$ cat src/sv/ddfl_pkg.sv
`timescale 1ns / 1ps
// ----------------------------------------------------------------------------
// ddfl_pkg
// Shared widths, register codes, types and rounding helpers of the
// differential-drive feedback linearizer.
// ----------------------------------------------------------------------------
package ddfl_pkg;

  localparam int DATA_WIDTH  = 16;
  localparam int ANGLE_WIDTH = 16;
  localparam int REG_WIDTH   = 16;
  localparam int CFG_AW      = 3;
  localparam int CW          = 19;
  localparam int ZW          = 34;
  localparam int CSTEPS      = 16;
  localparam logic signed [CW-1:0] CORDIC_K = CW'(39797);

  localparam logic signed [ZW-1:0] ATAN [CSTEPS] = '{
    ZW'(34'h020000000), ZW'(34'h012E4051E), ZW'(34'h009FB385B), ZW'(34'h0051111D4),
    ZW'(34'h0028B0D43), ZW'(34'h00145D7E1), ZW'(34'h000A2F61E), ZW'(34'h000517C55),
    ZW'(34'h00028BE53), ZW'(34'h000145F2F), ZW'(34'h0000A2F98), ZW'(34'h0000517CC),
    ZW'(34'h000028BE6), ZW'(34'h0000145F3), ZW'(34'h00000A2FA), ZW'(34'h00000517D)
  };

  typedef enum logic [CFG_AW-1:0] {
    REG_GAIN_X           = 3'd0,
    REG_GAIN_Y           = 3'd1,
    REG_INV_LEVER        = 3'd2,
    REG_INV_WHEEL_RADIUS = 3'd3,
    REG_HALF_TRACK       = 3'd4,
    REG_SPIN_RATE        = 3'd5
  } cfg_idx_t;

  typedef struct packed {
    logic        [REG_WIDTH-1:0] gain_x;
    logic        [REG_WIDTH-1:0] gain_y;
    logic        [REG_WIDTH-1:0] inv_lever;
    logic        [REG_WIDTH-1:0] inv_wheel_radius;
    logic        [REG_WIDTH-1:0] half_track;
    logic signed [REG_WIDTH-1:0] spin_rate;
  } ddfl_cfg_t;

  typedef struct packed {
    logic                         spin;
    logic                         clip;
    logic signed [CW-1:0]         c;
    logic signed [CW-1:0]         s;
    logic signed [DATA_WIDTH-1:0] u1;
    logic signed [DATA_WIDTH-1:0] u2;
  } ddfl_item_t;

  typedef struct packed {
    logic signed [DATA_WIDTH-1:0] val;
    logic                         clip;
  } ddfl_sat_t;

  function automatic logic signed [63:0] rnd(input logic signed [63:0] v, input int sh);
    logic signed [63:0] half;
    half = 64'sd1 <<< (sh - 1);
    return (v + half) >>> sh;
  endfunction

  function automatic ddfl_sat_t sat(input logic signed [63:0] v);
    logic signed [63:0] hi;
    logic signed [63:0] lo;
    ddfl_sat_t r;
    hi = (64'sd1 <<< (DATA_WIDTH - 1)) - 64'sd1;
    lo = -hi - 64'sd1;
    if (v > hi) begin
      r.val  = {1'b0, {(DATA_WIDTH-1){1'b1}}};
      r.clip = 1'b1;
    end else if (v < lo) begin
      r.val  = {1'b1, {(DATA_WIDTH-1){1'b0}}};
      r.clip = 1'b1;
    end else begin
      r.val  = v[DATA_WIDTH-1:0];
      r.clip = 1'b0;
    end
    return r;
  endfunction

endpackage

$ cat src/sv/ddfl_queue.sv
`timescale 1ns / 1ps
// ----------------------------------------------------------------------------
// ddfl_queue
// Four-entry request queue between the front and back pipelines.
// ----------------------------------------------------------------------------
module ddfl_queue import ddfl_pkg::*; (
  input  logic       clk,
  input  logic       rst_n,
  input  logic       push,
  input  ddfl_item_t push_item,
  input  logic       pop,
  output logic       not_empty,
  output logic       near_full,
  output ddfl_item_t pop_item
);

  ddfl_item_t mem_r [4];
  logic [1:0] wptr_r, rptr_r;
  logic [2:0] count_r;

  always_ff @(posedge clk) begin
    if (!rst_n) begin
      wptr_r  <= '0;
      rptr_r  <= '0;
      count_r <= '0;
    end else begin
      if (push) begin
        wptr_r <= wptr_r + 2'd1;
      end
      if (pop) begin
        rptr_r <= rptr_r + 2'd1;
      end
      count_r <= count_r + 3'(push) - 3'(pop);
    end
    if (push) begin
      mem_r[wptr_r] <= push_item;
    end
  end

  assign not_empty = (count_r != 3'd0);
  assign near_full = (count_r >= 3'd3);
  assign pop_item  = mem_r[rptr_r];

endmodule

$ cat config.mk
export PLATFORM = sky130hd
export DESIGN_NAME = ddfl_queue
export DESIGN_NICKNAME = d
export VERILOG_FILES = /design/src/sv/ddfl_pkg.sv /design/src/sv/ddfl_queue.sv
export SDC_FILE = /design/constraint.sdc
export NUM_CORES = 1
export LEC_CHECK = 0
export ABC_AREA = 1
export BUFFER_PORTS_ARGS = -buffer_cell sky130_fd_sc_hd__buf_2
export CORE_ASPECT_RATIO = 0.9
export CORE_MARGIN = 2
export CORE_UTILIZATION = 63
export CTS_CLUSTER_DIAMETER = 120
export DETAILED_ROUTE_END_ITERATION = 6
export PLACE_DENSITY = 0.87
export SLEW_MARGIN = 20
export SYNTH_ARGS = -nofsm -noshare
export SYNTH_HDL_FRONTEND = slang
export SYNTH_SLANG_ARGS = --single-unit
$ cat constraint.sdc
create_clock -name clk -period 7.7 [get_ports clk]
set_input_delay 1.54 -clock clk [delete_from_list [all_inputs] [get_ports clk]]
set_output_delay 1.54 -clock clk [all_outputs]
set_load 0.02 [all_outputs]
==> results of run 1 <==
-- sequential cells by signal, summed over array words and instances (netlist names), named ones only --
| register | count |
|---|---|
| mem_r | 288 |
| rptr_r | 2 |
| count_r | 3 |
| wptr_r | 2 |
-- cell type report --
class / count / area, sq um / share of cell area [%]
Sequential cell: 297 / 8830 / 62.1
Clock buffer: 34 / 744 / 5.23
Clock inverter: 14 / 85.1 / 0.598
Inverter: 305 / 1150 / 8.10
Tap cell: 250 / 313 / 2.20
Multi-Input combinational cell: 539 / 2290 / 16.1
Timing Repair Buffer: 157 / 806 / 5.66
Antenna cell: 2 / 5.00 / 0.0352
-- metrics by stage --
stage | worst slack, ns | instances | instance area, sq um | hold slack, ns
6_report | 3.18 | 1598 | 14200 | 0.520
5_1_grt | 2.92 | 1598 | 14200 | 0.555
4_1_cts | 3.16 | 1596 | 14200 | 0.516
3_5_place_dp | 3.73 | 1548 | 13400 | 0.503
3_3_place_gp | 3.84 | 1548 | 13400 | 0.477
2_1_floorplan | 4.30 | 1187 | 12600 | 0.467
-- power by group --
part / internal, W / total (W) / switching [W] / leakage [nW]
logic: 0.000118 / 0.000402 / 0.000284 / 3.55
clock network: 0.000712 / 0.00125 / 0.000539 / 0.410
registers: 0.00185 / 0.00187 / 0.0000236 / 2.72
total: 0.00268 / 0.00353 / 0.000847 / 6.68
-- critical path: cells and delay by family, from the launching register on --
kind	cells	cell delay, ns
buf+inv	3	1.48
flops	1	0.53
simple gates	3	0.36
-- cells by family (layout without fill, tap and decap cells) --
family | count (synthesis) | in the layout | synth area share, %
buffers and inverters | 351 | 510 | 11.4
DFF | 297 | 297 | 70.3
and+or+nand+nor | 527 | 527 | 17.2
adders and majority gates | 8 | 8 | 0.857
other | 0 | 2 | 0
AOI/OAI and AO/OA | 4 | 4 | 0.159
-- placed cells by master, fill, tap and decap left out, drive strengths merged --
master / n
a21oi: 1
buf: 157
bufinv: 1
clkbuf: 34
clkinv: 17
dfxtp: 9
diode: 2
edfxtp: 288
fa: 1
ha: 7
inv: 301
nand2: 373
nand3: 146
nor2: 8
o21ai: 3
-- routing by layer --
layer  up-vias  wire length [microns]  share of wire (%)  track usage [%]
li1       3974                      -                  -                -
met1      3799                   9740                 40             30.3
met2       321                  12200                 50             40.3
met3        46                   1860                7.7             3.94
met4         6                    439                1.8             6.02
met5         -                     46               0.19                0
-- worst paths after layout --
path,depth (start not counted),to,start,slack [ns]
max,6,pop_item[58],flop,3.18
min,2,flop,rptr_r[1],0.52
max reg2reg,5,mem_r[0][41],wptr_r[0],5.65
min reg2reg,2,flop,rptr_r[1],0.52
==> results.tsv, run 1 <==
metric	value	unit
tightestPinTransition	1.10	ns
final_nets	1412	
yosysWarnings	0	
port_buffers	149	
grt-ovfl-total	0	
ant_nets	0	
fp.dieW	153	microns
h-tree-depth	1	
insertion_delay	0.53	ns
cp_slowest_cell	buf_4	
cp_cell_sequence	inv_4 -> buf_4 -> nand2_1 -> nand3_1 -> nand2_1 -> buf_2	
path_class	flop to output pin	
drt-initial-drc-count	774	
slew_viol_final	0	
grt_pass1_wl	38.0	mm
critPathMaxFanout	76	
cts_buffers	28	
finalSetupTns	0	ns
gp_congestion	0.763	
rsz0062_at_grt	false	
wl	24.3	mm
ys.flop_type	edfxtp_1	
ys_seq_area_share	70.3	%
area_growth	13.4	%
clock_sink_count	297	
cts_tree	built	
die-area	21100	sq um
crit_top_cell	nand2_1	
status	completed	
ir_drop	0.227	mV
fin_crit	4.52	ns
skew	0.00977	ns
cp_slowest_stage_delay	0.72	ns
syn_nets	1271	
synth_edf_count	288	
hold_class	flop to flop	
io_pins	150	
synthTopCellsByArea	edfxtp_1 (69%), nand2_1 (11%), inv_1 (9.1%), nand3_1 (5.8%), dfxtp_1 (1.4%)	
slew_headroom	26.9	%
first_global_vias	7789	
fill_cells	1255	
synth_top_area_share	68.9	%
period_share	58.7	%
drive_above_1_share	14.9	%
first_pass_iters	7	
clkSlewWorstSetupHoldPaths	0.06	ns
grt_usage	22.9	%
vias	8146	
drc_errors	0	
yosysTopAreaCell	edfxtp_1	
ys_types	16	
netlist_instances	1187	
post-synth-top-count-cell	nand2_1	
viasPerCell	5.10	
die_h	138	microns
ctsHoldBuffers	0	
netlist_area	12600	sq um
netlist_top_cells_count	nand2_1 (373), inv_1 (303), edfxtp_1 (288), nand3_1 (146), buf_2 (25)	
fmax	221	MHz
critical_path_required	6.16	ns
antenna_found_initial	5	
hold_violations	0	
ys_ff_latch	297	
clock-root-buffer	clkbuf_16	
clock_path_buffers	3	
cts-resized-gates	0	
cts_setup_buffers	0	
start_util	64.9	%
setup_viol	0	
cp-end-kind	output pin	
hpwlAfterDp	13.8	mm
p_leak	6.68	nW
cap_violations	0	
wl_per_cell	15.2	microns
rows	48	
arrival	2.98	ns
setup.worst_path.start_class	flop	
async_flop_share	0	%
grt_max_degree	88	
fin_util	73.6	%
core_area	19300	sq um
power_density	248	nW/um^2
syn_avg_cell_area	10.6	sq um
power	0.00353	W
Note: power is estimated with default switching activity, not from simulation.
==> run 2, diff against run 1 <==
--- a/config.mk
+++ b/config.mk
@@ -5,14 +5,14 @@
 export SDC_FILE = /design/constraint.sdc
 export NUM_CORES = 1
 export LEC_CHECK = 0
-export ABC_AREA = 1
+export ABC_AREA = 0
 export BUFFER_PORTS_ARGS = -buffer_cell sky130_fd_sc_hd__buf_2
 export CORE_ASPECT_RATIO = 0.9
 export CORE_MARGIN = 2
-export CORE_UTILIZATION = 63
+export CORE_UTILIZATION = 51
 export CTS_CLUSTER_DIAMETER = 120
 export DETAILED_ROUTE_END_ITERATION = 6
-export PLACE_DENSITY = 0.87
+export PLACE_DENSITY = 0.77
 export SLEW_MARGIN = 20
 export SYNTH_ARGS = -nofsm -noshare
 export SYNTH_HDL_FRONTEND = slang
==> constraint.sdc (replaced) <==
create_clock -name clk -period 3.91 [get_ports clk]
set_input_delay 0.782 -clock clk [delete_from_list [all_inputs] [get_ports clk]]
set_output_delay 0.782 -clock clk [all_outputs]
set_load 0.02 [all_outputs]
==> run 2 against run 1 <==
Net effect:
- largest power group unchanged
- largest cell class unchanged
- highest routed layer unchanged
- via count fell by 40%
- first-iteration DRC count is 60% lower
- global-route usage decreased by 5.9 points
- synthesized area down 13%
==> results.tsv, run 2 <==
metric	value	unit	change
cp_cell_sequence	buf_4 -> mux4_2 -> buf_2		
ctsHoldBuffers	0		unchanged
syn_nets	506		-60%
syn_avg_cell_area	25.9	sq um	+140%
insertion_delay	0.52	ns	about the same
final_cell_mix	edfxtp_1 (288), buf_2 (149), mux4_2 (70), clkbuf_16 (29)		
period_share	81.6	%	
ant_nets	0		unchanged
slew_viol_final	0		unchanged
clock_path_buffers	3		unchanged
hold_start	push_item[19]		
port_buffers	149		unchanged
crit_buf_inv	2		-1
vias	4850		-40%
arrival	2.41	ns	-0.57 ns
gp_congestion	0.727		-4.7%
wl_per_cell	21.2	microns	+39%
core_area	20900	sq um	+8.0%
setup_viol	0		unchanged
top_regs	mem_r (288), count_r (3)		
finalSetupTns	0	ns	unchanged
netlist_instances	422		-64%
first_global_vias	5189		-33%
antenna_found_initial	3		-2
rsz0062_at_grt	false		
holdPathStages	1		-1
r2r_slack	2.11	ns	-3.54 ns
synth_top_area_share	79.2	%	+10 points
async_flop_share	0	%	unchanged
post-synth-top-count-cell	edfxtp_1		
status	completed		
final_nets	676		-52%
io_pins	150		unchanged
cts_tree	built		
fin_crit	3.19	ns	
hold_violations	0		unchanged
start_util	52.2	%	-13 points
area_growth	18.1	%	
grt_pass1_wl	29.1	mm	-23%
cts_buffers	29		+3.6%
grt-ovfl-total	0		unchanged
setup.worst_path.start_class	flop		
yosysWarnings	0		unchanged
ir_drop	0.329	mV	+45%
slew_headroom	28.3	%	+1.4 points
critical_path_required	3.13	ns	-3.03 ns
clkSlewWorstSetupHoldPaths	0.06	ns	about the same
cp_slowest_cell	dfxtp_4		
layout_commonest_cell	edfxtp_1		
h-tree-depth	1		unchanged
dp_cells	843		-46%
hpwlAfterDp	10.9	mm	-21%
netlist_top_cells_count	edfxtp_1 (288), mux4_2 (70), dfxtp_1 (9), inv_1 (8)		
die_h	143	microns	+3.5%
fill_cells	1474		+17%
regMostFlops	mem_r		
fp.dieW	158	microns	+3.5%
wl	19.1	mm	-21%
drt-initial-drc-count	307		-60%
yosysTopAreaCell	edfxtp_1		
tightestPinTransition	1.08	ns	-0.0214 ns
reg2regPathDepth	4		-1
clock_sink_count	297		unchanged
cts_setup_buffers	0		unchanged
cp_slowest_stage_delay	0.75	ns	+0.03 ns
synth_edf_count	288		unchanged
power	0.00712	W	+100%
fin_util	61.7	%	-12 points
netlist_area	10900	sq um	-13%
fin_cells	901		-44%
hold_path_end	mem_r[3][19]		
hold_class	primary input to flop		
reg2reg_from	wptr_r[0]		
ys_seq_area_share	80.9	%	+11 points
cp-end-kind	output pin		
ys.flop_type	edfxtp_1		
synthTopCellsByArea	edfxtp_1 (79%), mux4_2 (14%), dfxtp_1 (1.7%), buf_12 (1.3%), ha_1 (0.80%)		
largest_reg_flops	288		unchanged
path_class	flop to output pin		
viasPerCell	5.38		+5.6%
first_pass_iters	4		-3
cts-resized-gates	0		unchanged
drive_above_1_share	44.7	%	+30 points
fmax	313	MHz	
grt_max_degree	73		-17%
timing.rr.end	mem_r[2][61]		
p_leak	4.37	nW	-35%
clock-root-buffer	clkbuf_16		
ys_types	21		+5
power_density	552	nW/um^2	+120%
die-area	22600	sq um	+7.2%
drc_errors	0		unchanged
cap_violations	0		unchanged
cpLargestDelayFamily	flip-flops		
ys_ff_latch	297		unchanged
rows	50		+4.2%
skew	0.00826	ns	-0.00151 ns
grt_usage	17.1	%	-5.9 points
critPathMaxFanout	30		-61%
run 2: cell count changes in the layout (fill, tap and decap cells not counted), moves of 4 or more:
cell,delta
nand2_1,-372
inv_1,-291
nand3_1,-145
mux4_2,+70
buf_4,-7
and2_4,+4
run 2: power breakdown:
part / leakage (nW) / total [W] / internal, W / switching, W
sequential: 2.72 / 0.00373 / 0.00366 / 0.0000765
combinational: 1.19 / 0.000745 / 0.000318 / 0.000427
clock: 0.455 / 0.00264 / 0.00155 / 0.00109
run 2: metrics by stage:
stage	setup WS (ns)	cell area, sq um	hold WS [ns]
2_1_floorplan	1.01	10900	0.499
3_3_place_gp	1.18	11900	0.499
3_5_place_dp	1.18	11900	0.515
4_1_cts	0.597	12800	0.444
5_1_grt	0.525	12900	0.455
6_report	0.720	12900	0.470
run 2: how the worst max path moves through the flow:
stage | depth (start not counted) | end | slack (ns)
6_report | 3 | pop_item[50] | 0.72
5_1_grt | 3 | pop_item[50] | 0.53
4_1_cts | 3 | pop_item[50] | 0.60
3_5_place_dp | 3 | pop_item[56] | 1.18
3_3_place_gp | 3 | pop_item[51] | 1.18
2_1_floorplan | 1 | mem_r[0][0] | 1.01
run 2: layout make-up:
cell class	instances	area, sq um	area share [%]
antenna	2	5.00	0.0388
clock buffer	31	733	5.69
clock inverter	21	178	1.38
inverter	8	30.0	0.233
multi-input combinational	101	1880	14.5
sequential	297	8840	68.5
tap	286	358	2.78
timing repair buffer	155	876	6.79
run 2: per-layer routing:
layer	part of all wire, %	wire length [microns]	vias up	GRT usage [%]
met5	0.068	13	-	0
met4	1.4	276	2	3.89
met3	7.8	1490	26	4.67
met2	50	9470	169	28.0
met1	41	7870	2514	23.3
li1	-	-	2139	-
run 2: logic make-up after synthesis:
| family | share of synthesized area [%] |
|---|---|
| simple gates | 0.665 |
| xor+xnor | 0.241 |
| mux | 15.0 |
| buf+inv | 2.02 |
| compound gates | 0.183 |
| flops | 80.9 |
| fa+ha+maj | 0.986 |
==> run 3, diff against run 2 <==
--- a/config.mk
+++ b/config.mk
@@ -9,10 +9,10 @@
 export BUFFER_PORTS_ARGS = -buffer_cell sky130_fd_sc_hd__buf_2
 export CORE_ASPECT_RATIO = 0.9
 export CORE_MARGIN = 2
-export CORE_UTILIZATION = 51
+export CORE_UTILIZATION = 57
 export CTS_CLUSTER_DIAMETER = 120
 export DETAILED_ROUTE_END_ITERATION = 6
-export PLACE_DENSITY = 0.77
+export PLACE_DENSITY = 0.81
 export SLEW_MARGIN = 20
 export SYNTH_ARGS = -nofsm -noshare
 export SYNTH_HDL_FRONTEND = slang
==> constraint.sdc (replaced) <==
create_clock -name clk -period 3.1 [get_ports clk]
set_input_delay 0.62 -clock clk [delete_from_list [all_inputs] [get_ports clk]]
set_output_delay 0.62 -clock clk [all_outputs]
set_load 0.02 [all_outputs]
==> run 3 against run 2 <==
Net effect:
- via count grew 0.78%
- worst setup slack worse by 0.45 ns
- sequential share of layout area is essentially flat
- utilization grew 7.7 points
- combinational power increased by 28%
- register-to-register slack got worse by 0.78 ns
- die area decreased by 10%
- wire length is 1.4% higher
==> results.tsv, run 3 (synthesized netlist as in run 2, its figures left out) <==
metric	value	unit	change
status	completed		
skew	0.0188	ns	+0.0106 ns
power_density	703	nW/um^2	+27%
die-area	20300	sq um	-10%
hpwlAfterDp	11.8	mm	+8.4%
reg2regPathDepth	4		unchanged
power	0.00906	W	+27%
tightestPinTransition	0.603	ns	-0.472 ns
h-tree-depth	1		unchanged
setup.worst_path.start_class	flop		
clock_sink_count	297		unchanged
largest_reg_flops	288		unchanged
setup_viol	0		unchanged
first_pass_iters	4		unchanged
die_h	135	microns	-5.3%
slew_viol_final	0		unchanged
fin_cells	863		-4.2%
io_pins	150		unchanged
cap_violations	0		unchanged
regMostFlops	mem_r		
finalSetupTns	0	ns	unchanged
fmax	354	MHz	
wl	19.4	mm	+1.4%
clkSlewWorstSetupHoldPaths	0.06	ns	about the same
path_class	flop to output pin		
ctsHoldBuffers	0		unchanged
gp_congestion	0.739		+1.7%
cts_setup_buffers	0		unchanged
hold_violations	0		unchanged
rsz0062_at_grt	false		
p_leak	4.40	nW	+0.67%
grt_pass1_wl	30.1	mm	+3.3%
critical_path_required	2.48	ns	-0.65 ns
dp_slack	0.803	ns	-0.382 ns
antenna_found_initial	1		-2
grt_max_degree	49		-33%
clock_path_buffers	3		unchanged
drc_errors	0		unchanged
cts_tree	built		
hold_slack	0.297	ns	-0.174 ns
rows	47		-6.0%
layout_commonest_cell	edfxtp_1		
ant_nets	0		unchanged
final_cell_mix	edfxtp_1 (288), buf_2 (149), mux4_2 (70), clkbuf_16 (29), clkinv_2 (9)		
top_regs	mem_r (288), count_r (3)		
fin_crit	2.83	ns	
viasPerCell	5.66		+5.2%
area_growth	18.1	%	about the same
grt_usage	19.7	%	+2.6 points
port_buffers	149		unchanged
dp_cells	811		-3.8%
first_global_vias	5261		+1.4%
arrival	2.21	ns	-0.20 ns
layout_setup_ws	0.273	ns	-0.447 ns
hold_class	primary input to flop		
start_util	58.7	%	+6.5 points
drive_above_1_share	45.5	%	+0.84 points
wl_per_cell	22.5	microns	+5.8%
insertion_delay	0.53	ns	about the same
fp.dieW	150	microns	-5.3%
slew_headroom	59.8	%	+31 points
grt-ovfl-total	0		unchanged
clock-root-buffer	clkbuf_16		
cp-end-kind	output pin		
final_nets	680		+0.59%
core_area	18600	sq um	-11%
critPathMaxFanout	40		+33%
drt-initial-drc-count	318		+3.6%
vias	4888		+0.78%
period_share	91.2	%	
holdPathStages	1		unchanged
cts_buffers	28		-3.4%
ir_drop	0.407	mV	+24%
cts-resized-gates	0		unchanged
[run 3: cell types whose count changed in the layout (fill, tap and decap cells not counted), sizes merged]
| cell | change |
|---|---|
| buf | +5 |
| diode | -1 |
| clkbuf | +1 |
| clkinvlp | +1 |
| clkinv | -4 |
| bufinv | +1 |
[run 3: through the flow]
stage	utilization, %	area, sq um
floorplan	-	10900
global placement	64.3	12000
detailed placement	64.3	12000
CTS	69.3	12900
global route	69.3	12900
finish	69.4	12900
[run 3: layout make-up]
class	count	area [sq um]
fillers	1139	5700
repair buffers	160	903
inverters	8	30.0
clock buffers	32	737
well taps	245	307
clock inverters	19	196
multi-input cells	101	1880
flip-flops and latches	297	8840
diodes	1	2.50
[run 3: routing by layer]
| layer | up-vias | routed length (microns) | track usage [%] |
|---|---|---|---|
| met2 | 189 | 9930 | 33.2 |
| met5 | - | 0 | 0 |
| li1 | 2149 | - | - |
| met3 | 28 | 1580 | 4.65 |
| met1 | 2522 | 7530 | 26.9 |
| met4 | 0 | 340 | 4.14 |
[run 3: worst max-delay path, stage by stage (launching register included)]
cell     delay (ns)
dfxtp_4        0.73
buf_4          0.38
mux4_2         0.36
buf_2          0.18
[run 3: final timing paths]
path	start	slack, ns	endpoint
setup / recovery	flop	0.27	pop_item[23]
hold / removal	push_item[35]	0.30	mem_r[1][35]
setup reg to reg	wptr_r[0]	1.33	mem_r[2][61]
hold reg to reg	rptr_r[0]	0.54	flop
[run 3: power breakdown]
group	leakage (nW)	switching (W)	internal [W]	total, W
combinational	1.21	0.000553	0.000403	0.000956
sequential	2.72	0.0000769	0.00461	0.00469
clock	0.464	0.00138	0.00203	0.00341
total	4.40	0.00201	0.00705	0.00906
